## src/rtl/qft_pkg.sv

```systemverilog
// Shared constants for the quoted field tokenizer.
// No dependencies; imported by the top level and its checker.
`timescale 1ns / 1ps

package qft_pkg;

	localparam int IN_DATA_W  = 8;
	localparam int OUT_DATA_W = 16;
	localparam int CFG_IDX_W  = 3;
	localparam int CFG_DATA_W = 32;

	localparam int CHAR_W   = 8;
	localparam int COUNT_W  = 6;
	localparam int PHASE_W  = 3;

	localparam int OUT_NULL_BIT  = 8;
	localparam int OUT_FINAL_BIT = 9;

	localparam int PEND_DEPTH = 63;
	localparam int PEND_AW    = 6;

	localparam logic [CFG_IDX_W-1:0] REG_SEP_SET   = 3'd0;
	localparam logic [CFG_IDX_W-1:0] REG_SEP_COUNT = 3'd1;
	localparam logic [CFG_IDX_W-1:0] REG_DELIMITED = 3'd2;
	localparam logic [CFG_IDX_W-1:0] REG_QUOTE     = 3'd3;
	localparam logic [CFG_IDX_W-1:0] REG_TRIM      = 3'd4;
	localparam logic [CFG_IDX_W-1:0] REG_MAX_CHARS = 3'd5;

	localparam logic KIND_CHAR = 1'b0;
	localparam logic KIND_END  = 1'b1;

	function automatic logic is_space(input logic [CHAR_W-1:0] b);
		return (b == 8'h20) || ((b >= 8'h09) && (b <= 8'h0D));
	endfunction

endpackage

```

## src/rtl/quoted_field_tokenizer_unit.sv

```systemverilog
// Quoted field tokenizer: splits a byte stream into tokens with quoting and trimming.
// Depends on qft_pkg; held-back whitespace lives in a RAM with a registered read port.
`timescale 1ns / 1ps

// Channel   Dir  Payload
// s_axis    in   tdata[7:0] text_byte, tlast end_of_string
// m_axis    out  tdata[7:0] token_char, [8] token_null, [9] final_token;
//                tuser kind, tlast last result of the input transaction
// cfg       in   cfg_en, cfg_index, cfg_data
// An input transaction is taken while the block is idle; each result is then loaded
// as the output register frees, and each flushed whitespace byte first passes a RAM
// read state before its output state. A byte with one result keeps the block busy until that result is loaded.
// Input is taken only while no results of the previous byte remain.
// Reset restores the register defaults and the between-tokens state; the RAM
// needs no clearing.

module quoted_field_tokenizer_unit
	import qft_pkg::*;
#(
	parameter int TOKEN_LIMIT     = 63,
	parameter int SEPARATOR_SLOTS = 4
) (
	input  logic                  clk,
	input  logic                  arst_n,
	input  logic                  s_tvalid,
	output logic                  s_tready,
	input  logic [IN_DATA_W-1:0]  s_tdata,   // [7:0] text_byte
	input  logic                  s_tlast,   // end_of_string
	output logic                  m_tvalid,
	input  logic                  m_tready,
	output logic [OUT_DATA_W-1:0] m_tdata,   // [7:0] token_char, [8] token_null, [9] final_token
	output logic                  m_tuser,   // kind
	output logic                  m_tlast,   // last
	input  logic                  cfg_en,
	input  logic [CFG_IDX_W-1:0]  cfg_index,
	input  logic [CFG_DATA_W-1:0] cfg_data
);

	localparam int ACT_SLOTS = (SEPARATOR_SLOTS < 4) ? SEPARATOR_SLOTS : 4;
	localparam logic [COUNT_W-1:0] LIMIT_C = COUNT_W'(TOKEN_LIMIT);
	localparam logic [COUNT_W-1:0] PEND_MAX = COUNT_W'(PEND_DEPTH);

	localparam logic [PHASE_W-1:0] PH_START = 3'd0;
	localparam logic [PHASE_W-1:0] PH_UNQ   = 3'd1;
	localparam logic [PHASE_W-1:0] PH_QUO   = 3'd2;
	localparam logic [PHASE_W-1:0] PH_QEND  = 3'd3;
	localparam logic [PHASE_W-1:0] PH_HOLD  = 3'd4;

	localparam logic [2:0] ST_IDLE = 3'd0;
	localparam logic [2:0] ST_END  = 3'd1;
	localparam logic [2:0] ST_FRD  = 3'd2;
	localparam logic [2:0] ST_FOUT = 3'd3;
	localparam logic [2:0] ST_CHAR = 3'd4;

	logic [31:0]        sep_set_q;
	logic [2:0]         sep_cnt_q;
	logic               delim_q;
	logic [CHAR_W-1:0]  quote_q;
	logic               trim_q;
	logic [COUNT_W-1:0] max_chars_q;

	logic [PHASE_W-1:0] phase_q;
	logic [COUNT_W-1:0] kept_q;
	logic [COUNT_W-1:0] pcnt_q;
	logic               seen_q;

	logic [2:0]         state_q;
	logic               job_null_q;
	logic               job_fin_q;
	logic [COUNT_W-1:0] job_cnt_q;
	logic               job_char_q;
	logic [CHAR_W-1:0]  job_byte_q;
	logic [PEND_AW-1:0] fidx_q;

	logic [CHAR_W-1:0]  pend_mem [PEND_DEPTH];
	logic [CHAR_W-1:0]  rd_data_q;

	logic               out_valid_q;
	logic               out_kind_q;
	logic [CHAR_W-1:0]  out_char_q;
	logic               out_null_q;
	logic               out_fin_q;
	logic               out_last_q;

	logic [CHAR_W-1:0]  in_byte;
	logic               eos;
	logic               accept;
	logic               sep_hit;
	logic               quote_hit;
	logic [COUNT_W-1:0] lim;
	logic               do_end;
	logic               take;
	logic [PHASE_W-1:0] nphase;
	logic [COUNT_W-1:0] k0, p0, nk, np;
	logic               s0, ns;
	logic               emit_char;
	logic [COUNT_W-1:0] flush_n;
	logic               wr_en;
	logic               can_load;
	logic               rd_en;
	logic               load;
	logic               ld_kind;
	logic [CHAR_W-1:0]  ld_char;
	logic               ld_null;
	logic               ld_fin;
	logic               ld_last;
	logic [2:0]         state_d;
	logic [PEND_AW-1:0] fidx_inc;

	assign in_byte   = s_tdata[CHAR_W-1:0];
	assign eos       = s_tlast || (in_byte == '0);
	assign s_tready  = (state_q == ST_IDLE);
	assign accept    = s_tvalid && s_tready;
	assign quote_hit = (quote_q != '0) && (in_byte == quote_q);
	assign lim       = (max_chars_q > LIMIT_C) ? LIMIT_C : max_chars_q;
	assign can_load  = !out_valid_q || m_tready;
	assign fidx_inc  = fidx_q + PEND_AW'(1);

	always_comb begin
		sep_hit = 1'b0;
		for (int i = 0; i < ACT_SLOTS; i++) begin
			if ((3'(i) < sep_cnt_q) && (sep_set_q[8*i +: 8] == in_byte)) begin
				sep_hit = 1'b1;
			end
		end
	end

	always_comb begin
		do_end = 1'b0;
		take   = 1'b0;
		nphase = phase_q;
		if (eos) begin
			do_end = 1'b1;
			nphase = PH_START;
		end else begin
			case (phase_q)
				PH_UNQ: begin
					if (sep_hit) begin
						if (delim_q) begin
							do_end = 1'b1;
							nphase = PH_START;
						end else begin
							nphase = PH_HOLD;
						end
					end else begin
						take = 1'b1;
					end
				end
				PH_QUO: begin
					if (in_byte == quote_q) begin
						nphase = PH_QEND;
					end else begin
						take = 1'b1;
					end
				end
				PH_QEND, PH_HOLD: begin
					priority if ((phase_q == PH_QEND) && (in_byte == quote_q)) begin
						take   = 1'b1;
						nphase = PH_QUO;
					end else if (sep_hit) begin
						if (delim_q) begin
							do_end = 1'b1;
							nphase = PH_START;
						end else begin
							nphase = PH_HOLD;
						end
					end else begin
						do_end = 1'b1;
						if (quote_hit) begin
							nphase = PH_QUO;
						end else begin
							nphase = PH_UNQ;
							take   = 1'b1;
						end
					end
				end
				default: begin
					if (sep_hit) begin
						do_end = delim_q;
						nphase = PH_START;
					end else if (quote_hit) begin
						nphase = PH_QUO;
					end else begin
						nphase = PH_UNQ;
						take   = 1'b1;
					end
				end
			endcase
		end
	end

	always_comb begin
		k0 = do_end ? '0 : kept_q;
		p0 = do_end ? '0 : pcnt_q;
		s0 = do_end ? 1'b0 : seen_q;
		nk = k0;
		np = p0;
		ns = s0;
		emit_char = 1'b0;
		flush_n   = '0;
		wr_en     = 1'b0;
		if (take && (k0 < lim)) begin
			nk = k0 + COUNT_W'(1);
			if (!trim_q) begin
				emit_char = 1'b1;
			end else if (is_space(in_byte)) begin
				if (s0 && (p0 < PEND_MAX)) begin
					wr_en = 1'b1;
					np    = p0 + COUNT_W'(1);
				end
			end else begin
				flush_n   = p0;
				np        = '0;
				emit_char = 1'b1;
				ns        = 1'b1;
			end
		end
	end

	always_comb begin
		state_d = state_q;
		rd_en   = 1'b0;
		load    = 1'b0;
		ld_kind = KIND_CHAR;
		ld_char = '0;
		ld_null = 1'b0;
		ld_fin  = 1'b0;
		ld_last = 1'b0;
		unique case (state_q)
			ST_IDLE: begin
				if (accept) begin
					priority if (do_end) begin
						state_d = ST_END;
					end else if (flush_n != '0) begin
						state_d = ST_FRD;
					end else if (emit_char) begin
						state_d = ST_CHAR;
					end else begin
						state_d = ST_IDLE;
					end
				end
			end
			ST_END: begin
				if (can_load) begin
					load    = 1'b1;
					ld_kind = KIND_END;
					ld_null = job_null_q;
					ld_fin  = job_fin_q;
					ld_last = (job_cnt_q == '0) && !job_char_q;
					priority if (job_cnt_q != '0) begin
						state_d = ST_FRD;
					end else if (job_char_q) begin
						state_d = ST_CHAR;
					end else begin
						state_d = ST_IDLE;
					end
				end
			end
			ST_FRD: begin
				rd_en   = 1'b1;
				state_d = ST_FOUT;
			end
			ST_FOUT: begin
				if (can_load) begin
					load    = 1'b1;
					ld_char = rd_data_q;
					ld_last = (COUNT_W'(fidx_inc) == job_cnt_q) && !job_char_q;
					priority if (COUNT_W'(fidx_inc) != job_cnt_q) begin
						state_d = ST_FRD;
					end else if (job_char_q) begin
						state_d = ST_CHAR;
					end else begin
						state_d = ST_IDLE;
					end
				end
			end
			ST_CHAR: begin
				if (can_load) begin
					load    = 1'b1;
					ld_char = job_byte_q;
					ld_last = 1'b1;
					state_d = ST_IDLE;
				end
			end
			default: begin
				state_d = ST_IDLE;
			end
		endcase
	end

	always_ff @(posedge clk or negedge arst_n) begin
		if (!arst_n) begin
			sep_set_q   <= '0;
			sep_cnt_q   <= '0;
			delim_q     <= 1'b0;
			quote_q     <= '0;
			trim_q      <= 1'b0;
			max_chars_q <= COUNT_W'(63);
		end else if (cfg_en) begin
			case (cfg_index)
				REG_SEP_SET:   sep_set_q   <= cfg_data;
				REG_SEP_COUNT: sep_cnt_q   <= cfg_data[2:0];
				REG_DELIMITED: delim_q     <= cfg_data[0];
				REG_QUOTE:     quote_q     <= cfg_data[CHAR_W-1:0];
				REG_TRIM:      trim_q      <= cfg_data[0];
				REG_MAX_CHARS: max_chars_q <= cfg_data[COUNT_W-1:0];
				default: begin
				end
			endcase
		end
	end

	always_ff @(posedge clk or negedge arst_n) begin
		if (!arst_n) begin
			phase_q     <= PH_START;
			kept_q      <= '0;
			pcnt_q      <= '0;
			seen_q      <= 1'b0;
			state_q     <= ST_IDLE;
			fidx_q      <= '0;
			out_valid_q <= 1'b0;
		end else begin
			state_q <= state_d;
			if (accept) begin
				phase_q <= nphase;
				kept_q  <= nk;
				pcnt_q  <= np;
				seen_q  <= ns;
				fidx_q  <= '0;
			end else if ((state_q == ST_FOUT) && can_load) begin
				fidx_q <= fidx_inc;
			end
			if (load) begin
				out_valid_q <= 1'b1;
			end else if (m_tready) begin
				out_valid_q <= 1'b0;
			end
		end
	end

	always_ff @(posedge clk) begin
		if (accept) begin
			job_null_q <= trim_q && !seen_q;
			job_fin_q  <= eos;
			job_cnt_q  <= flush_n;
			job_char_q <= emit_char;
			job_byte_q <= in_byte;
		end
		if (load) begin
			out_kind_q <= ld_kind;
			out_char_q <= ld_char;
			out_null_q <= ld_null;
			out_fin_q  <= ld_fin;
			out_last_q <= ld_last;
		end
	end

	always_ff @(posedge clk) begin
		if (accept && wr_en) begin
			pend_mem[p0[PEND_AW-1:0]] <= in_byte;
		end
		if (rd_en) begin
			rd_data_q <= pend_mem[fidx_q];
		end
	end

	assign m_tvalid = out_valid_q;
	assign m_tuser  = out_kind_q;
	assign m_tlast  = out_last_q;
	assign m_tdata  = {(OUT_DATA_W - CHAR_W - 2)'(0), out_fin_q, out_null_q, out_char_q};

endmodule

```

## config.mk

```make
export PLATFORM = sky130hd
export DESIGN_NAME = quoted_field_tokenizer_unit
export DESIGN_NICKNAME = d
export VERILOG_FILES = /design/src/rtl/qft_pkg.sv /design/src/rtl/quoted_field_tokenizer_unit.sv
export SDC_FILE = /design/constraint.sdc
export NUM_CORES = 1
export LEC_CHECK = 0
export BUFFER_PORTS_ARGS = -buffer_cell sky130_fd_sc_hd__buf_2
export CORE_ASPECT_RATIO = 0.8
export CORE_MARGIN = 2
export CORE_UTILIZATION = 50
export CTS_CLUSTER_SIZE = 28
export DETAILED_ROUTE_END_ITERATION = 10
export PLACE_DENSITY = 0.66
export SYNTH_ARGS = -nofsm -noshare
export SYNTH_HDL_FRONTEND = slang
export SYNTH_SLANG_ARGS = --single-unit
```

## constraint.sdc

```tcl
create_clock -name clk -period 11.8 [get_ports clk]
set_clock_uncertainty 0.15 [all_clocks]
set_input_delay 0.59 -clock clk [delete_from_list [all_inputs] [get_ports clk]]
set_output_delay 0.59 -clock clk [all_outputs]
set_load 0.005 [all_outputs]
```

# After elaboration in Yosys (flattened, before gate mapping)
# Memory sizes are Yosys's and may differ from the RTL's. A register that Yosys moved wholly into a read port is not among the register bits.
# Index checks and enable logic that the tools add are counted.
dict set report classes {
  add_sub_neg 3
  mul 0
  div 0
  magnitude_cmp 9
  n_eq_ne 27
  shifts 0
  mux 75
  bitwise_logic 0
  n_reduce_logical 41
}
# op count
set op_table {}
lappend op_table {{6-bit two-way mux} 13}
lappend op_table {{3-bit two-way mux} 16}
lappend op_table {{8-bit equality test} 5}
lappend op_table {{1-bit two-way mux} 36}
lappend op_table {{6-bit by 1-bit adder with 6-bit output (second input constant)} 3}
lappend op_table {{3-bit by 2-bit equality test with 1-bit output (second input constant)} 6}
lappend op_table {{8-bit two-way mux} 2}
lappend op_table {{8-bit case mux with 2 select lines} 1}
lappend op_table {{1-bit logical AND} 15}
lappend op_table {{3-bit case mux with 5 select lines} 1}
lappend op_table {{2-bit AND reduction} 7}
lappend op_table {{3-bit equality test (second input constant)} 4}
lappend op_table {{6-bit nonzero test} 2}
lappend op_table {{3-bit by 1-bit equality test with 1-bit output (second input constant)} 3}
lappend op_table {{1-bit case mux with 3 select lines} 3}
lappend op_table {{3-bit case mux with 3 select lines} 1}
lappend op_table {{8-bit by 6-bit equality test with 1-bit output (second input constant)} 1}
lappend op_table {{8-bit by 4-bit greater-or-equal comparator with 1-bit output (second input constant)} 1}
lappend op_table {{8-bit by 4-bit less-or-equal comparator with 1-bit output (second input constant)} 1}
lappend op_table {{8-bit logical NOT} 1}
lappend op_table {{8-bit nonzero test} 1}
lappend op_table {{6-bit equality test} 1}
lappend op_table {{6-bit > comparator (second input constant)} 1}
lappend op_table {{3-bit logical NOT} 2}
lappend op_table {{other kinds (17)} 28}
dict set report totals {
  reg_bits 106
  latchBits 0
  ram_bits 504
  mem_bits_ro 0
  in_bits 49
  output_inout_bits 20
  elab_cells 179
  n_memories 1
}
# name words word_bits rd rd_ports_with_merged_regs wr line
set memory_table {}
lappend memory_table {pend_mem 63 8 1 1 1 quoted_field_tokenizer_unit.sv:75} ;# logic [CHAR_W-1:0] pend_mem [PEND_DEPTH];

# Logic depth before layout (Yosys ltp)
dict set report logic_depth {
  ltp_word 20
  depth_mapped 23
  mapped_depth_nobuf 16
}

# Worst setup path before layout
# OpenSTA, ideal clock, no wires.
dict set report synth_path {
  path_type {in2reg}
  from {in s_tdata[1]}
  to {mem pend_mem[49][0] (enable)}
  setup_time_ns 0.395
  arrival_ns 5.150
  t_required_ns 11.255
  slack_ns 6.105
  path_stages 22
  path_buffers 7
  path_cell_list {buf_2 -> xor2_1 -> nor4_1 -> nand4_1 -> nand4_1 -> buf_2 -> a21oi_4 -> nor2_2 -> buf_6 -> clkbuf_1 -> clkbuf_1 -> nor2_1 -> ha_1 -> a21oi_1 -> nor2b_1 -> o21ai_0 -> nand3_1 -> a211oi_1 -> o211ai_1 -> buf_2 -> buf_1 -> nor4_1}
}
dict set report synth_via {
  elab_chain_len 20
  word_cells_on_any_way 49
  classes_between {order compare (4); eq/ne (6); mux (26); reduce/logical (13)}
}
# element line
set synth_rtl {}
lappend synth_rtl {{start, declared} quoted_field_tokenizer_unit.sv:27} ;# input logic [IN_DATA_W-1:0] s_tdata,
lappend synth_rtl {{8-bit equality test} quoted_field_tokenizer_unit.sv:122} ;# if ((3'(i) < sep_cnt_q) && (sep_set_q[8*i +: 8] == in_byte)) begin
lappend synth_rtl {{1-bit logical AND} quoted_field_tokenizer_unit.sv:122}
lappend synth_rtl {{1-bit two-way mux (4 in a row)} quoted_field_tokenizer_unit.sv:122}
lappend synth_rtl {{1-bit two-way mux} quoted_field_tokenizer_unit.sv:160} ;# end else if (sep_hit) begin
lappend synth_rtl {{1-bit two-way mux} quoted_field_tokenizer_unit.sv:157} ;# priority if ((phase_q == PH_QEND) && (in_byte == quote_q)) begin
lappend synth_rtl {{1-bit case mux with 3 select lines} quoted_field_tokenizer_unit.sv:136} ;# case (phase_q)
lappend synth_rtl {{1-bit two-way mux} quoted_field_tokenizer_unit.sv:132} ;# if (eos) begin
lappend synth_rtl {{6-bit two-way mux} quoted_field_tokenizer_unit.sv:194} ;# p0 = do_end ? '0 : pcnt_q;
lappend synth_rtl {{6-bit less-than comparator} quoted_field_tokenizer_unit.sv:207} ;# if (s0 && (p0 < PEND_MAX)) begin
lappend synth_rtl {{1-bit logical AND} quoted_field_tokenizer_unit.sv:207}
lappend synth_rtl {{1-bit two-way mux} quoted_field_tokenizer_unit.sv:207}
lappend synth_rtl {{1-bit two-way mux} quoted_field_tokenizer_unit.sv:206} ;# end else if (is_space(in_byte)) begin
lappend synth_rtl {{1-bit two-way mux} quoted_field_tokenizer_unit.sv:204} ;# if (!trim_q) begin
lappend synth_rtl {{1-bit two-way mux} quoted_field_tokenizer_unit.sv:202} ;# if (take && (k0 < lim)) begin
lappend synth_rtl {{1-bit logical AND} quoted_field_tokenizer_unit.sv:359} ;# if (accept && wr_en) begin
lappend synth_rtl {{1-bit two-way mux} quoted_field_tokenizer_unit.sv:359}
lappend synth_rtl {{1-bit two-way mux (implied by the code)} quoted_field_tokenizer_unit.sv:360} ;# pend_mem[p0[PEND_AW-1:0]] <= in_byte;
lappend synth_rtl {{end, declared} quoted_field_tokenizer_unit.sv:75}
# Several ways; a longest one is shown, not always the timed one.

# Final worst setup path
dict set report layout_path {
  from {in s_tdata[7]}
  to {mem pend_mem[12][2] (enable)}
}
# The elaborated chain is that of the path after synthesis.

==> flow_summary.yaml <==
yosys:
  async_reset_ff_share_pct: 12.5
  yosys_warnings: 0
  synth_cell_types: 70
  netlist_instances: 1352
  netlist_top_cells_area: "edfxtp_1, mux4_2, dfrtp_1"
  synth_enable_flop_cells: 541
  synth_seq_cells: 618
  ys_seq_area_share_pct: 71.3
  synth_area_mm2: 0.0255
  synth_largest_area_cell: "edfxtp_1"
  ys.flop_type: "edfxtp_1"
  synth_top_area_share_pct: 63.7
  avgSynthCellArea_um2: 18.9
drt:
  wl_um: 55400
  wl_per_cell_um: 25.5
  drc_errors: 0
  first_pass_iters: 6
  drtAntennaViolNets: 0
  viasPerCell: 5.99
  vias: 13000
  drtIter0Drc: 1347
pwr:
  powerDensity_mw_per_mm2: 210
  internal_power_mw: 4.38
  pwr-share-comb_pct: 23.7
  p_clk_share_pct: 32.9
  max-vdd-ir-drop_uv: 120
  power_frac_seq_pct: 43.4
  p_switching_mw: 1.67
  leakagePower_nw: 9.40
  sw_frac_of_total_pct: 27.6
timing:
  maxSlewHeadroom_pct: 15.7
  tns_ns: 0
  min_period_over_period_pct: 57.6
  report.final.slew_viol_count: 0
  finalHoldViolCount: 0
  rsz0062_at_grt: "false"
  timing.fmax_ghz: 0.147
  setup_violations: 0
  postLayoutSetupSlackWorst_ns: 5.00
  period_needed_ns: 6.80
  worstMarginPinSlew_ns: 1.25
die:
  fp.dieH_um: 206
  rows: 74
  die_w_um: 257
  start_util_pct: 50.3
  coreArea_mm2: 0.0507
  io_pins: 69
  dieArea_mm2: 0.0528
critical_path:
  critical_path_arrival_ns: 6.87
  r2r_slack_ns: 5.30
  crit_path_end_kind: "flop"
  reg2reg_from: "sep_set_q[17]"
  critPathMaxStageDelay_ns: 1.06
  worst_ep_required_time_ns: 11.87
  cp-endpoint: "pend_mem[12][2]"
  cp-start-kind: "input pin"
  critical-path-top-delay-family: "simple AND/OR/NAND/NOR gates"
  path_depth: 20
  crit_start: "s_tdata[7]"
  path_buf_inv: 4
  rr_worst_depth: 18
  r2r-end: "pend_mem[12][2]"
  crit_fanout: 70
  path_common_cell: "buf_4"
  crit_type: "input pin to flop"
  critPathSlowestCell: "nor3_1"
  worstPathCellList: "buf_2 > buf_4 > xor2_1 > nor4_1 > nand4_1 > nand4_1 > a21oi_4 > nor2_4 > buf_4 > nor2_1 > ha_1 > a21oi_1 > nor2b_1 > o21ai_0 > nand3_1 > a211oi_1 > o211ai_1 > buf_4 > or3_1 > nor3_1"
place:
  place_congestion: 0.841
  hpwl_um: 35400
  pre_cts_slack_ns: 4.48
  port_buffers: 62
final_layout:
  multi_input_area_mm2: 0.00692
  area_growth_pct: 12.7
  register_area_mm2: 0.0182
  drive_gt1_share_pct: 30.1
  fillers: 3887
  antenna_cells: 0
  nNetsFinal: 1490
global_routing:
  grt_pass1_wl_um: 84600
  antenna_found_initial: 1
  grt_overflow: 0
  grt_usage_pct: 21.5
  grt_max_degree: 74
  first_global_vias: 13000
clocking:
  clkSinkCount: 618
  cts_root_buffer: "clkbuf_16"
  cts_buffer_depth: 3
  cts_made_buffers: 60
  htree_levels: 2
  clkTransAtPathRegs_ns: 0.06
  cts_tree: "yes"
  worstSkewPairLatency_ns: 0.63
worst_hold_path:
  hp-class: "input pin to flop"
  whs_path_depth: 2
outcome:
  outcome: "complete, no violations"
flow_run:
  drv_cap: 0
-- worst reg2reg max path: stages, from the launching register on --
cell and delay (ns):
dfrtp_1 0.39, xor2_1 0.15, nor4_1 0.53, nand4_1 0.15, nand4_1 0.43, a21oi_4 0.14
nor2_4 0.12, buf_4 0.56, nor2_1 0.11, ha_1 0.31, a21oi_1 0.15, nor2b_1 0.06
o21ai_0 0.17, nand3_1 0.24, a211oi_1 0.37, o211ai_1 0.13, buf_4 0.27, or3_1 0.60
nor3_1 1.07
-- sequential cells by signal (all words and copies together), names as in the netlist, 3 cells and up --
name / flops
pcnt_q: 6
fidx_q: 6
kept_q: 6
out_char_q: 8
phase_q: 3
max_chars_q: 6
job_cnt_q: 6
pend_mem: 504
rd_data_q: 8
sep_set_q: 32
job_byte_q: 8
sep_cnt_q: 3
state_q: 3
quote_q: 8
-- through the flow --
step           instance area [um^2]  util [%]  hold WS (ns)  std cells  power, mW
2_1_floorplan                 25500         -         0.144       1357       3.65
3_3_place_gp                  26700      52.5         0.355       2054       4.10
3_5_place_dp                  26700      52.5         0.360       2054       4.12
4_1_cts                       28700      56.6        0.0102       2167       6.11
5_1_grt                       28700      56.6        0.0244       2167       6.29
6_report                      28700      56.6        0.0400       2167       6.05
-- kinds of logic after synthesis --
kind of cell | synth area share, %
other | 0.0147
adder cells (fa/ha/maj) | 0.392
buffers and inverters | 1.98
XOR/XNOR | 1.68
flip-flops | 71.3
AND/OR/NAND/NOR | 5.38
AO/OA/AOI/OAI | 2.55
multiplexers | 16.7
-- routing by layer --
metal	vias up	GRT usage (%)	wire (um)
li1	5630	-	-
met1	6856	33.1	25600
met2	430	32.5	25300
met3	56	3.89	3720
met4	0	4.71	801
met5	-	0	0
-- synth_stat cells (3+ instances only) --
| master | instances |
|---|---|
| and3_1 | 5 |
| buf_4 | 11 |
| inv_1 | 17 |
| a22o_1 | 10 |
| nand2_1 | 44 |
| or4_1 | 3 |
| o211ai_1 | 3 |
| clkbuf_1 | 51 |
| xnor2_1 | 11 |
| nor4_1 | 29 |
| mux2_2 | 51 |
| o21ai_0 | 34 |
| edfxtp_1 | 541 |
| mux2i_1 | 9 |
| nor2_1 | 54 |
| o31ai_1 | 3 |
| nand3_1 | 21 |
| buf_1 | 14 |
| a21oi_1 | 17 |
| dfstp_2 | 6 |
| nand4b_1 | 4 |
| a31oi_1 | 5 |
| nor4_2 | 3 |
| nor3_2 | 6 |
| nand4_1 | 10 |
| buf_6 | 5 |
| nor3_1 | 24 |
| and2_1 | 12 |
| or3_1 | 4 |
| nor3b_1 | 3 |
| xor2_1 | 38 |
| buf_2 | 10 |
| ha_1 | 8 |
| nand3b_1 | 4 |
| nand2b_1 | 4 |
| dfrtp_1 | 71 |
| mux4_2 | 160 |
| nor2b_1 | 6 |
-- layout make-up --
cell class	instances	area share, %
Clock inverter	36	1.48
Sequential cell	618	63.3
Tap cell	684	2.98
Inverter	19	0.248
Timing Repair Buffer	105	2.22
Clock buffer	76	5.72
Multi-Input combinational cell	629	24.1
-- how the worst min path moves through the flow --
stage                  from            end  slack, ns
2_1_floorplan        arst_n        delim_q       0.14
3_3_place_gp        delim_q        delim_q       0.35
3_5_place_dp        delim_q        delim_q       0.36
4_1_cts         cfg_data[8]   sep_set_q[8]       0.01
5_1_grt         cfg_data[8]   sep_set_q[8]       0.02
6_report       cfg_data[30]  sep_set_q[30]       0.04
-- cells in the final DEF, fill, tap and decap left out, types with 17 or more instances in the layout --
cell type / count
a21oi_1: 17
buf_2: 61
buf_4: 43
clkbuf_16: 61
dfrtp_1: 68
edfxtp_1: 541
inv_1: 17
mux2_2: 51
mux4_2: 160
nand2_1: 44
nand3_1: 21
nor2_1: 54
nor3_1: 24
nor4_1: 22
o21ai_0: 34
xor2_1: 38
-- power by group through the flow --
stage | combinational (mW) | clock, mW | sequential, mW
finish | 1.43 | 1.99 | 2.63
global route | 1.53 | 2.11 | 2.64
CTS | 1.45 | 2.02 | 2.63
detailed placement | 1.45 | 0 | 2.67
global placement | 1.43 | 0 | 2.67
floorplan | 1.06 | 0 | 2.59
-- timing repair --
| item | 4_1_cts | 5_1_grt |
|---|---|---|
| endpoints found under the hold margin | 25 | 0 |
| gates resized for setup | 0 | 0 |
| buffers inserted | 0 | 0 |
| hold buffers | 1 | 0 |
Note: power is estimated with default switching activity, not from simulation.
